`src/rtl/rpea_pkg.sv`:
```
// ----------------------------------------------------------------------------
// rpea_pkg
// Shared types and constants for the register pool extent allocator.
// ----------------------------------------------------------------------------
`default_nettype none

package rpea_pkg;

  localparam int MAX_EXTENTS = 32;
  localparam int POOL_DEPTH  = 2048;
  localparam int IDX_W       = $clog2(MAX_EXTENTS);
  localparam int CNT_W       = $clog2(MAX_EXTENTS + 1);
  localparam int VAL_W       = 12;

  localparam logic [VAL_W-1:0] VAL_MAX  = {VAL_W{1'b1}};
  localparam logic [VAL_W-1:0] POOL_CAP = VAL_W'(POOL_DEPTH);

  // extent [lo, hi)
  typedef struct packed {
    logic [VAL_W-1:0] hi;
    logic [VAL_W-1:0] lo;
  } ext_t;

  typedef enum logic [1:0] {
    CMD_QUERY  = 2'd0,
    CMD_ALLOC  = 2'd1,
    CMD_FREE   = 2'd2,
    CMD_REINIT = 2'd3
  } cmd_t;

  typedef enum logic [2:0] {
    ST_OK       = 3'd0,
    ST_BAD_SIZE = 3'd1,
    ST_NO_SPACE = 3'd2,
    ST_FULL     = 3'd3,
    ST_BAD_RNG  = 3'd4
  } status_t;

  typedef enum logic [0:0] {
    CFG_POOL_SIZE = 1'b0,
    CFG_GRANULE   = 1'b1
  } cfg_idx_t;

  typedef enum logic [3:0] {
    S_INIT,
    S_IDLE,
    S_REINIT,
    S_ROUND,
    S_SCAN_RD,
    S_SCAN_EV,
    S_QDIV,
    S_FREE_ACT,
    S_SHIFT_RD,
    S_SHIFT_WR,
    S_DONE
  } state_t;

  // divider handshake
  typedef struct packed {
    logic             start;
    logic [VAL_W-1:0] num;
    logic [VAL_W-1:0] den;
  } div_req_t;

  typedef struct packed {
    logic             done;
    logic [VAL_W-1:0] quo;
    logic [VAL_W-1:0] rem;
  } div_rsp_t;

endpackage

`default_nettype wire

```
`src/rtl/rpea_div.sv`:
```
// ----------------------------------------------------------------------------
// rpea_div
// Restoring divider, one quotient bit per cycle.
// ----------------------------------------------------------------------------
`default_nettype none

module rpea_div (
  input  wire logic              clk,
  input  wire logic              rst_n,
  input  wire rpea_pkg::div_req_t req,
  output rpea_pkg::div_rsp_t      rsp
);

  localparam int W = rpea_pkg::VAL_W;

  logic [W-1:0]         rem_r, rem_nxt;
  logic [W-1:0]         quo_r, quo_nxt;
  logic [W-1:0]         den_r, den_nxt;
  logic [$clog2(W+1)-1:0] cnt_r, cnt_nxt;
  logic                 done_r, done_nxt;
  logic [W:0]           trial;

  always_comb begin
    rem_nxt  = rem_r;
    quo_nxt  = quo_r;
    den_nxt  = den_r;
    cnt_nxt  = cnt_r;
    done_nxt = 1'b0;
    trial    = {rem_r, quo_r[W-1]};
    if (req.start) begin
      rem_nxt = '0;
      quo_nxt = req.num;
      den_nxt = req.den;
      cnt_nxt = ($clog2(W+1))'(W);
    end else if (cnt_r != '0) begin
      if (trial >= {1'b0, den_r}) begin
        rem_nxt = W'(trial - {1'b0, den_r});
        quo_nxt = {quo_r[W-2:0], 1'b1};
      end else begin
        rem_nxt = trial[W-1:0];
        quo_nxt = {quo_r[W-2:0], 1'b0};
      end
      cnt_nxt = cnt_r - 1'b1;
      if (cnt_r == 1) begin
        done_nxt = 1'b1;
      end
    end
  end

  always_ff @(posedge clk) begin
    if (!rst_n) begin
      cnt_r  <= '0;
      done_r <= 1'b0;
    end else begin
      cnt_r  <= cnt_nxt;
      done_r <= done_nxt;
    end
    rem_r <= rem_nxt;
    quo_r <= quo_nxt;
    den_r <= den_nxt;
  end

  assign rsp.done = done_r;
  assign rsp.quo  = quo_r;
  assign rsp.rem  = rem_r;

endmodule

`default_nettype wire

```
`src/rtl/rpea_ext_ram.sv`:
```
// ----------------------------------------------------------------------------
// rpea_ext_ram
// Extent table: one write port, one registered read port.
// ----------------------------------------------------------------------------
`default_nettype none

module rpea_ext_ram (
  input  wire logic                         clk,
  input  wire logic                         we,
  input  wire logic [rpea_pkg::IDX_W-1:0]   waddr,
  input  wire rpea_pkg::ext_t               wdata,
  input  wire logic [rpea_pkg::IDX_W-1:0]   raddr,
  output rpea_pkg::ext_t                    rdata
);

  rpea_pkg::ext_t mem [rpea_pkg::MAX_EXTENTS];
  rpea_pkg::ext_t rdata_r;

  always_ff @(posedge clk) begin
    if (we) begin
      mem[waddr] <= wdata;
    end
    rdata_r <= mem[raddr];
  end

  assign rdata = rdata_r;

endmodule

`default_nettype wire

```
`src/rtl/register_pool_extent_allocator.sv`:
```
// Sequence: a rejected size or range goes straight to the result; reinit rewrites the table;
//   query/allocate first round the size to the granule, then a query divides each extent, while
//   allocate/free scan the extents (free then writes its update); a removal moves later entries down.
// Throughput: one transaction at a time; the next is taken once the previous is done,
//   set by the extent RAM scan and the 12-step divider.
// Reset: synchronous, active low; the init state after reset writes extent 0 = [0, 2048).
// ----------------------------------------------------------------------------
// register_pool_extent_allocator
// First-fit free-extent allocator with coalescing free, over an extent RAM.
// ----------------------------------------------------------------------------
`default_nettype none

module register_pool_extent_allocator (
  input  wire logic        clk,
  input  wire logic        rst_n,
  // input transaction
  input  wire logic        in_tvalid,
  output logic             in_tready,
  // [11:0] req_size, [18:12] region_count, [29:19] first_index, [41:30] last_index
  input  wire logic [47:0] in_tdata,
  // [1:0] command
  input  wire logic [1:0]  in_tuser,
  // result transaction
  output logic             out_tvalid,
  input  wire logic        out_tready,
  // [2:0] status, [13:3] start_index, [25:14] granted_size,
  // [37:26] chunk_count, [49:38] space_left
  output logic [55:0]      out_tdata,
  // configuration
  input  wire logic        cfg_we,
  input  wire logic [0:0]  cfg_addr,
  input  wire logic [11:0] cfg_data
);

  localparam int W  = rpea_pkg::VAL_W;
  localparam int IW = rpea_pkg::IDX_W;
  localparam int CW = rpea_pkg::CNT_W;

  rpea_pkg::state_t  state_r, state_nxt;

  // config
  logic [W-1:0] pool_size_r, gran_r;

  // pool state
  logic [CW-1:0] count_r, count_nxt;
  logic [W-1:0]  free_r, free_nxt;

  // captured transaction
  rpea_pkg::cmd_t cmd_r, cmd_nxt;
  logic [W-1:0]   size_r, size_nxt;
  logic [6:0]     regions_r, regions_nxt;
  logic [10:0]    first_r, first_nxt;
  logic [W-1:0]   last_r, last_nxt;

  // work registers
  logic [CW-1:0]  k_r, k_nxt;
  logic [W-1:0]   rounded_r, rounded_nxt;
  logic [W-1:0]   chunks_r, chunks_nxt;
  rpea_pkg::status_t status_r, status_nxt;
  logic [10:0]    start_r, start_nxt;
  logic [W-1:0]   granted_r, granted_nxt;
  logic           fi_hit_r, fi_hit_nxt, li_hit_r, li_hit_nxt;
  logic [IW-1:0]  fi_r, fi_nxt, li_r, li_nxt;
  logic [W-1:0]   fi_lo_r, fi_lo_nxt, li_hi_r, li_hi_nxt;

  // result register
  logic           out_valid_r, out_valid_nxt;
  logic [55:0]    out_data_r, out_data_nxt;

  // RAM and divider
  logic              ram_we;
  logic [IW-1:0]     ram_waddr, ram_raddr;
  rpea_pkg::ext_t    ram_wdata, ram_rdata;
  rpea_pkg::div_req_t div_req;
  rpea_pkg::div_rsp_t div_rsp;

  // derived values
  logic [W-1:0] eff_pool, gran_eff, ext_len, ext_len_raw;
  logic [W:0]   chunk_sum, free_sum;
  logic [W-1:0] span;

  rpea_ext_ram u_ram (
    .clk   (clk),
    .we    (ram_we),
    .waddr (ram_waddr),
    .wdata (ram_wdata),
    .raddr (ram_raddr),
    .rdata (ram_rdata)
  );

  rpea_div u_div (
    .clk   (clk),
    .rst_n (rst_n),
    .req   (div_req),
    .rsp   (div_rsp)
  );

  assign eff_pool    = (pool_size_r > rpea_pkg::POOL_CAP) ? rpea_pkg::POOL_CAP : pool_size_r;
  assign gran_eff    = (gran_r == '0) ? W'(1) : gran_r;
  assign ext_len_raw = ram_rdata.hi - ram_rdata.lo;
  assign ext_len     = (ram_rdata.hi > ram_rdata.lo) ? ext_len_raw : '0;
  assign chunk_sum   = {1'b0, chunks_r} + {1'b0, div_rsp.quo};
  assign span        = last_r - {1'b0, first_r};
  assign free_sum    = {1'b0, free_r} + {1'b0, span};

  assign in_tready = (state_r == rpea_pkg::S_IDLE);
  assign out_tvalid = out_valid_r;
  assign out_tdata  = out_data_r;

  // next state
  always_comb begin
    state_nxt = state_r;
    case (state_r)
      rpea_pkg::S_INIT:   state_nxt = rpea_pkg::S_IDLE;
      rpea_pkg::S_IDLE: begin
        if (in_tvalid) begin
          case (rpea_pkg::cmd_t'(in_tuser))
            rpea_pkg::CMD_QUERY, rpea_pkg::CMD_ALLOC: begin
              if (in_tdata[11:0] == '0 || in_tdata[11:0] > eff_pool)
                state_nxt = rpea_pkg::S_DONE;
              else
                state_nxt = rpea_pkg::S_ROUND;
            end
            rpea_pkg::CMD_FREE: begin
              if ({1'b0, in_tdata[29:19]} >= in_tdata[41:30])
                state_nxt = rpea_pkg::S_DONE;
              else
                state_nxt = rpea_pkg::S_SCAN_RD;
            end
            default: state_nxt = rpea_pkg::S_REINIT;
          endcase
        end
      end
      rpea_pkg::S_REINIT: state_nxt = rpea_pkg::S_DONE;
      rpea_pkg::S_ROUND: begin
        if (div_rsp.done) state_nxt = rpea_pkg::S_SCAN_RD;
      end
      rpea_pkg::S_SCAN_RD: begin
        if (k_r == count_r)
          state_nxt = (cmd_r == rpea_pkg::CMD_FREE) ? rpea_pkg::S_FREE_ACT : rpea_pkg::S_DONE;
        else
          state_nxt = rpea_pkg::S_SCAN_EV;
      end
      rpea_pkg::S_SCAN_EV: begin
        case (cmd_r)
          rpea_pkg::CMD_QUERY: state_nxt = rpea_pkg::S_QDIV;
          rpea_pkg::CMD_ALLOC: begin
            if (ext_len == rounded_r)     state_nxt = rpea_pkg::S_SHIFT_RD;
            else if (ext_len > rounded_r) state_nxt = rpea_pkg::S_DONE;
            else                          state_nxt = rpea_pkg::S_SCAN_RD;
          end
          default: state_nxt = rpea_pkg::S_SCAN_RD;
        endcase
      end
      rpea_pkg::S_QDIV: begin
        if (div_rsp.done) state_nxt = rpea_pkg::S_SCAN_RD;
      end
      rpea_pkg::S_FREE_ACT: begin
        if (fi_hit_r && li_hit_r && fi_r != li_r) state_nxt = rpea_pkg::S_SHIFT_RD;
        else                                      state_nxt = rpea_pkg::S_DONE;
      end
      rpea_pkg::S_SHIFT_RD: begin
        if (k_r + 1'b1 >= count_r) state_nxt = rpea_pkg::S_DONE;
        else                       state_nxt = rpea_pkg::S_SHIFT_WR;
      end
      rpea_pkg::S_SHIFT_WR: state_nxt = rpea_pkg::S_SHIFT_RD;
      rpea_pkg::S_DONE: begin
        if (!out_valid_r || out_tready) state_nxt = rpea_pkg::S_IDLE;
      end
      default: state_nxt = rpea_pkg::S_IDLE;
    endcase
  end

  // datapath and outputs
  always_comb begin
    count_nxt   = count_r;
    free_nxt    = free_r;
    cmd_nxt     = cmd_r;
    size_nxt    = size_r;
    regions_nxt = regions_r;
    first_nxt   = first_r;
    last_nxt    = last_r;
    k_nxt       = k_r;
    rounded_nxt = rounded_r;
    chunks_nxt  = chunks_r;
    status_nxt  = status_r;
    start_nxt   = start_r;
    granted_nxt = granted_r;
    fi_hit_nxt  = fi_hit_r;
    li_hit_nxt  = li_hit_r;
    fi_nxt      = fi_r;
    li_nxt      = li_r;
    fi_lo_nxt   = fi_lo_r;
    li_hi_nxt   = li_hi_r;
    out_valid_nxt = out_valid_r;
    out_data_nxt  = out_data_r;
    ram_we      = 1'b0;
    ram_waddr   = '0;
    ram_wdata   = '0;
    ram_raddr   = k_r[IW-1:0];
    div_req     = '0;

    if (out_valid_r && out_tready) out_valid_nxt = 1'b0;

    case (state_r)
      rpea_pkg::S_INIT: begin
        ram_we    = 1'b1;
        ram_wdata = '{hi: rpea_pkg::POOL_CAP, lo: '0};
      end
      rpea_pkg::S_IDLE: begin
        if (in_tvalid) begin
          cmd_nxt     = rpea_pkg::cmd_t'(in_tuser);
          size_nxt    = in_tdata[11:0];
          regions_nxt = in_tdata[18:12];
          first_nxt   = in_tdata[29:19];
          last_nxt    = in_tdata[41:30];
          k_nxt       = '0;
          chunks_nxt  = '0;
          start_nxt   = '0;
          granted_nxt = '0;
          fi_hit_nxt  = 1'b0;
          li_hit_nxt  = 1'b0;
          status_nxt  = rpea_pkg::ST_OK;
          case (rpea_pkg::cmd_t'(in_tuser))
            rpea_pkg::CMD_QUERY, rpea_pkg::CMD_ALLOC: begin
              if (in_tdata[11:0] == '0 || in_tdata[11:0] > eff_pool)
                status_nxt = rpea_pkg::ST_BAD_SIZE;
              else begin
                div_req = '{start: 1'b1, num: in_tdata[11:0], den: gran_eff};
                status_nxt = rpea_pkg::ST_NO_SPACE;
              end
            end
            rpea_pkg::CMD_FREE: begin
              if ({1'b0, in_tdata[29:19]} >= in_tdata[41:30])
                status_nxt = rpea_pkg::ST_BAD_RNG;
            end
            default: ;
          endcase
        end
      end
      rpea_pkg::S_REINIT: begin
        ram_we    = (eff_pool != '0);
        ram_wdata = '{hi: eff_pool, lo: '0};
        count_nxt = (eff_pool != '0) ? CW'(1) : '0;
        free_nxt  = eff_pool;
      end
      rpea_pkg::S_ROUND: begin
        // size rounded up to the granule from the remainder of size / granule, as the divider finishes
        if (div_rsp.done)
          rounded_nxt = (div_rsp.rem != '0) ? W'(size_r + gran_eff - div_rsp.rem) : size_r;
      end
      rpea_pkg::S_SCAN_RD: begin
        if (k_r == count_r && cmd_r == rpea_pkg::CMD_QUERY)
          status_nxt = ({5'd0, regions_r} <= chunks_r) ? rpea_pkg::ST_OK
                                                     : rpea_pkg::ST_NO_SPACE;
      end
      rpea_pkg::S_SCAN_EV: begin
        case (cmd_r)
          rpea_pkg::CMD_QUERY: begin
            div_req = '{start: 1'b1, num: ext_len, den: rounded_r};
          end
          rpea_pkg::CMD_ALLOC: begin
            if (ext_len >= rounded_r) begin
              // first fit: grant from the front
              status_nxt  = rpea_pkg::ST_OK;
              start_nxt   = ram_rdata.lo[10:0];
              granted_nxt = rounded_r;
              free_nxt    = (free_r > rounded_r) ? W'(free_r - rounded_r) : '0;
              if (ext_len != rounded_r) begin
                ram_we    = 1'b1;
                ram_waddr = k_r[IW-1:0];
                ram_wdata = '{hi: ram_rdata.hi, lo: W'(ram_rdata.lo + rounded_r)};
              end
            end else begin
              k_nxt = k_r + 1'b1;
            end
          end
          default: begin
            if (!fi_hit_r && ram_rdata.hi == {1'b0, first_r}) begin
              fi_hit_nxt = 1'b1;
              fi_nxt     = k_r[IW-1:0];
              fi_lo_nxt  = ram_rdata.lo;
            end
            if (!li_hit_r && ram_rdata.lo == last_r) begin
              li_hit_nxt = 1'b1;
              li_nxt     = k_r[IW-1:0];
              li_hi_nxt  = ram_rdata.hi;
            end
            k_nxt = k_r + 1'b1;
          end
        endcase
      end
      rpea_pkg::S_QDIV: begin
        if (div_rsp.done) begin
          chunks_nxt = chunk_sum[W] ? rpea_pkg::VAL_MAX : chunk_sum[W-1:0];
          k_nxt      = k_r + 1'b1;
        end
      end
      rpea_pkg::S_FREE_ACT: begin
        if (!fi_hit_r && !li_hit_r && count_r >= CW'(rpea_pkg::MAX_EXTENTS)) begin
          status_nxt = rpea_pkg::ST_FULL;
        end else begin
          free_nxt = free_sum[W] ? rpea_pkg::VAL_MAX : free_sum[W-1:0];
          ram_we   = 1'b1;
          if (fi_hit_r && li_hit_r && fi_r != li_r) begin
            // bridge two extents, then drop the upper one
            ram_waddr = fi_r;
            ram_wdata = '{hi: li_hi_r, lo: fi_lo_r};
            k_nxt     = CW'(li_r);
          end else if (fi_hit_r) begin
            ram_waddr = fi_r;
            ram_wdata = '{hi: last_r, lo: fi_lo_r};
          end else if (li_hit_r) begin
            ram_waddr = li_r;
            ram_wdata = '{hi: li_hi_r, lo: {1'b0, first_r}};
          end else begin
            ram_waddr = count_r[IW-1:0];
            ram_wdata = '{hi: last_r, lo: {1'b0, first_r}};
            count_nxt = count_r + 1'b1;
          end
        end
      end
      rpea_pkg::S_SHIFT_RD: begin
        ram_raddr = IW'(k_r + 1'b1);
        if (k_r + 1'b1 >= count_r) count_nxt = count_r - 1'b1;
      end
      rpea_pkg::S_SHIFT_WR: begin
        ram_we    = 1'b1;
        ram_waddr = k_r[IW-1:0];
        ram_wdata = ram_rdata;
        k_nxt     = k_r + 1'b1;
      end
      rpea_pkg::S_DONE: begin
        if (!out_valid_r || out_tready) begin
          out_valid_nxt = 1'b1;
          out_data_nxt  = {6'd0, free_r, chunks_r, granted_r, start_r, status_r};
        end
      end
      default: ;
    endcase
  end

  always_ff @(posedge clk) begin
    if (!rst_n) begin
      state_r     <= rpea_pkg::S_INIT;
      pool_size_r <= rpea_pkg::POOL_CAP;
      gran_r      <= W'(4);
      count_r     <= CW'(1);
      free_r      <= rpea_pkg::POOL_CAP;
      out_valid_r <= 1'b0;
    end else begin
      state_r     <= state_nxt;
      count_r     <= count_nxt;
      free_r      <= free_nxt;
      out_valid_r <= out_valid_nxt;
      if (cfg_we) begin
        case (rpea_pkg::cfg_idx_t'(cfg_addr))
          rpea_pkg::CFG_POOL_SIZE: pool_size_r <= cfg_data;
          default:                 gran_r      <= cfg_data;
        endcase
      end
    end
    cmd_r     <= cmd_nxt;
    size_r    <= size_nxt;
    regions_r <= regions_nxt;
    first_r   <= first_nxt;
    last_r    <= last_nxt;
    k_r       <= k_nxt;
    rounded_r <= rounded_nxt;
    chunks_r  <= chunks_nxt;
    status_r  <= status_nxt;
    start_r   <= start_nxt;
    granted_r <= granted_nxt;
    fi_hit_r  <= fi_hit_nxt;
    li_hit_r  <= li_hit_nxt;
    fi_r      <= fi_nxt;
    li_r      <= li_nxt;
    fi_lo_r   <= fi_lo_nxt;
    li_hi_r   <= li_hi_nxt;
    out_data_r <= out_data_nxt;
  end

  // table never grows past its depth
  a_count_max: assert property (@(posedge clk) disable iff (!rst_n)
    count_r <= CW'(rpea_pkg::MAX_EXTENTS))
    else $error("extent count overflow");

  // a refused request reports no grant
  a_no_grant: assert property (@(posedge clk) disable iff (!rst_n)
    (out_valid_r && out_data_r[2:0] != rpea_pkg::ST_OK) |->
      (out_data_r[25:3] == '0))
    else $error("grant on failed request");

  // one transaction at a time
  a_one_busy: assert property (@(posedge clk) disable iff (!rst_n)
    (in_tvalid && in_tready) |=> !in_tready)
    else $error("second transaction accepted while busy");

  // table is only written while a transaction is in flight or at init
  a_ram_quiet: assert property (@(posedge clk) disable iff (!rst_n)
    (state_r == rpea_pkg::S_IDLE) |-> !ram_we)
    else $error("table write while idle");

endmodule

`default_nettype wire

```
`config.mk`:
```
export PLATFORM = sky130hd
export DESIGN_NAME = register_pool_extent_allocator
export DESIGN_NICKNAME = d
export VERILOG_FILES = /design/src/rtl/rpea_pkg.sv /design/src/rtl/rpea_div.sv /design/src/rtl/rpea_ext_ram.sv /design/src/rtl/register_pool_extent_allocator.sv
export SDC_FILE = /design/constraint.sdc
export NUM_CORES = 2
export LEC_CHECK = 0
export ABC_AREA = 1
export BUFFER_PORTS_ARGS = -buffer_cell sky130_fd_sc_hd__clkbuf_2
export CAP_MARGIN = 20
export CORE_ASPECT_RATIO = 2
export CORE_MARGIN = 5
export CORE_UTILIZATION = 37
export DETAILED_ROUTE_END_ITERATION = 10
export HOLD_SLACK_MARGIN = 0.12
export SYNTH_ARGS = -nofsm -noshare
export SYNTH_HDL_FRONTEND = slang
export SYNTH_HIERARCHICAL = 1
export SYNTH_SLANG_ARGS = --single-unit
```
`constraint.sdc`:
```
create_clock -name clk -period 7.74 [get_ports clk]
set_clock_uncertainty 0.15 [all_clocks]
set_input_delay 0.387 -clock clk [delete_from_list [all_inputs] [get_ports clk]]
set_output_delay 0.387 -clock clk [all_outputs]
set_load 0.03 [all_outputs]
```
==> reports/metrics.csv <==
stage,metric,value,unit
placed_design,dpl cells,6635,
clocking,CTS root buf,clkbuf_16,
finish,final net count,5305,
job,Max Cap Viol,0,
yosys,Post-Synth Simple-Gate Area,22.3,%
yosys,Compound-Gate Fraction of Synth Area,4.45,%
placed_design,GPL Wtd Cong,0.958,
yosys,top-count cell post-synth,nand2_1,
yosys,XOR/XNOR share of the synthesized area,1.26,%
timing,fin crit share,77.9,%
routing,vias,36100,
routing,DRC,0,
global_route,number of global-route vias before repair,36200,
timing,max-slew violations,0,
yosys,top cell type's share of synthesized area,58.7,%
yosys,mux contribution to synthesized area,0,%
yosys,Mean Syn Cell Area,10.2,µm²
global_route,Overflow after GRT,0,
clocking,clock tree from TritonCTS,yes,
yosys,sequential fraction of the synthesis area,62.2,%
yosys,most instantiated cells after synthesis,"nand2_1, edfxtp_1, nand3_1",
yosys,Post-Syn Area,0.0501,mm²
setup_path,CP startpoint,u_ram/rdata[1],
clocking,Clock Tree Buf Depth,3,
timing,Setup Viol. Count Final,0,
yosys,Post-synth EDFFs,978,
timing,min Tclk post-route,6030,ps
placed_design,I/O Buffers,113,
clocking,setup bufs post-CTS,0,
floorplan,Die ar.,0.143,mm²
pwr,Peak VDD IR,429,µV
routing,drt via density,5.25,
pwr,power density over the cells,399,mW/mm²
min_path,hold wc startpoint,in_tvalid,
clocking,htree depth,3,
floorplan,Initial Util,37.1,%
yosys,largest family of logic cells by synthesized area,simple AND/OR/NAND/NOR gates,
global_route,first-pass GRT wire length,227000,µm
min_path,worst hold path type,in -> reg,
setup_path,CP Launch Type,flip-flop,
pwr,Static Leak,0.0222,µW
yosys,Synth area leader,edfxtp_1,
timing,post-route setup TNS,0,ps
clocking,Sink Count,1066,
clocking,CTS Buf Count,91,
clocking,"Reg clk slew, reported paths",70,ps
yosys,most used flip-flop cell after synthesis,edfxtp_1,
global_route,largest net degree at the start of global routing,202,
global_route,antenna violations before repair,1,
routing,final WL,156000,µm
timing,Max Clock Freq,166,MHz
yosys,Synth warnings,6,
clocking,clk_lat worst skew,720,ps
routing,Routed Antenna Nets,0,
yosys,Post-Synth Adder-Cell Area,4.48,%
global_route,GR Util All Layers,21.1,%
timing,Slew HR,24.4,%
routing,DRT iter0 DRCs,2721,
floorplan,chip width,270,µm
finish,layout cells sized above 1,8.75,%
yosys,Gate Count Post-Synth,4907,
timing,final hold vios,0,
timing,Worst Tran Pin Value,1120,ps
finish,Post-Layout Cell Count,6872,
setup_path,data required time of the worst path,7960,ps
floorplan,num ports,126,
yosys,unique cell type count in the Yosys netlist,60,
setup_path,worst setup path category,reg -> reg,
yosys,Async SR Flop Fraction,0,%
finish,"Area growth, synth to finish",12.3,%
timing,RSZ-0062 raised after global routing,no,
setup_path,Critical Path AT,6250,ps
outcome,status,"complete, no violations",
finish,FILL cells,12800,
routing,drt first pass iters,5,
setup_path,CP endpoint kind,flip-flop,
floorplan,Rows,191,
floorplan,total core area,0.135,mm²
yosys,synthesized flop and latch total,1066,
setup_path,FF-to-FF Start,u_ram/rdata[1],
setup_path,CP Max Fanout,18,
routing,DR WL/cell,22.7,µm
placed_design,placed wire-length estimate,106000,µm
floorplan,die height,530,µm
yosys,Synth area leaders,"edfxtp_1, nand2_1, nand3_1",
## per-stage QoR
step,util (%),total power [µW],hold WS (ps),cell area [µm²],worst slack [ps]
2_1_floorplan,-,14900,250,50100,2360
3_3_place_gp,38.9,17700,253,52500,1890
3_5_place_dp,38.9,17900,255,52500,1890
4_1_cts,41.6,22500,129,56100,1840
5_1_grt,41.6,23900,225,56200,1490
6_report,41.6,22400,178,56200,1710
## cell families (layout without fill, tap and decap cells)
| family | count (synthesis) | in the layout |
|---|---|---|
| other | 1 | 7 |
| flip-flops | 1066 | 1066 |
| AO/OA/AOI/OAI | 377 | 377 |
| buffers and inverters | 567 | 789 |
| adder cells (fa/ha/maj) | 168 | 168 |
| AND/OR/NAND/NOR | 2656 | 2656 |
| XOR/XNOR | 72 | 72 |
## power by group
group          switching, µW  total (µW)  leakage [µW]  internal, µW
clock network           2130        4560       0.00141          2430
registers                525        7510       0.00914          6990
logic                   7230       10300        0.0116          3100
total                   9890       22400        0.0222         12500
## worst max-delay path, cell delays in order, from the launching register on
cell and delay, ps:
dfxtp_1 590, inv_1 240, ha_1 360, nand3b_1 80, nand2_1 140, a21oi_1 110, o21ai_0 460, nand3_1 180
nand2_1 100, nand2_1 50, nand2_1 70, nor2_1 60, ha_1 340, nand4_1 150, nor2_1 200, nand2_1 150
a31oi_4 160, buf_4 230, nor2_4 110, inv_4 140, nand2_1 60, o31ai_1 160, nand3_1 520, nor2_2 480
buf_4 370
## path summary, 6_finish.rpt
check	to	slack [ps]	cells after the start
setup / recovery	u_ram/mem[11][19]	1710	24
setup reg to reg	u_ram/mem[11][19]	1710	24
hold / removal	state_r[1]	180	6
hold reg to reg	out_tdata[13]	270	0
## cell type report
cell class | count | area [µm²] | share of cell area, %
flip-flops and latches | 1066 | 31100 | 55.4
multi-input cells | 3279 | 16600 | 29.5
clock buffers | 113 | 2450 | 4.36
well taps | 1737 | 2170 | 3.87
repair buffers | 268 | 2040 | 3.63
inverters | 363 | 1390 | 2.47
clock inverters | 45 | 435 | 0.775
diodes | 1 | 2.50 | 0.00445
## per-layer routing
metal  global-route usage (%)  part of all wire [%]
met5                        0                     0
met3                     2.65                   4.2
met1                     19.6                    32
met4                     16.5                   9.2
met2                     41.2                    55
## flip-flops by register name, summed over array words and instances, names as in the netlist, 7 cells and up
name / cells
granted_r: 12
regions_r: 7
pool_size_r: 12
start_r: 11
u_div/quo_r: 12
free_r: 12
u_ram/mem: 768
first_r: 11
size_r: 12
gran_r: 12
u_div/rem_r: 12
rounded_r: 12
li_hi_r: 12
chunks_r: 12
out_tdata: 50
u_div/den_r: 12
last_r: 12
u_ram/rdata: 24
fi_lo_r: 12
## cell usage in the layout, fill, tap and decap left out, drive strengths merged, types with 19 or more instances in the layout
| master | n |
|---|---|
| a21oi | 123 |
| buf | 82 |
| clkbuf | 226 |
| clkinv | 36 |
| dfxtp | 88 |
| dlygate4sd3 | 73 |
| edfxtp | 978 |
| fa | 19 |
| ha | 149 |
| inv | 363 |
| nand2 | 1606 |
| nand3 | 708 |
| nand4 | 31 |
| nor2 | 248 |
| nor3 | 31 |
| o21ai | 149 |
| xnor2 | 32 |
| xor2 | 40 |
## repair_timing
action,4_1_cts,5_1_grt
hold buffers,73,0
endpoints found under the hold margin,100,0
gates resized for setup,0,0
(Power assumes the default switching activity.)
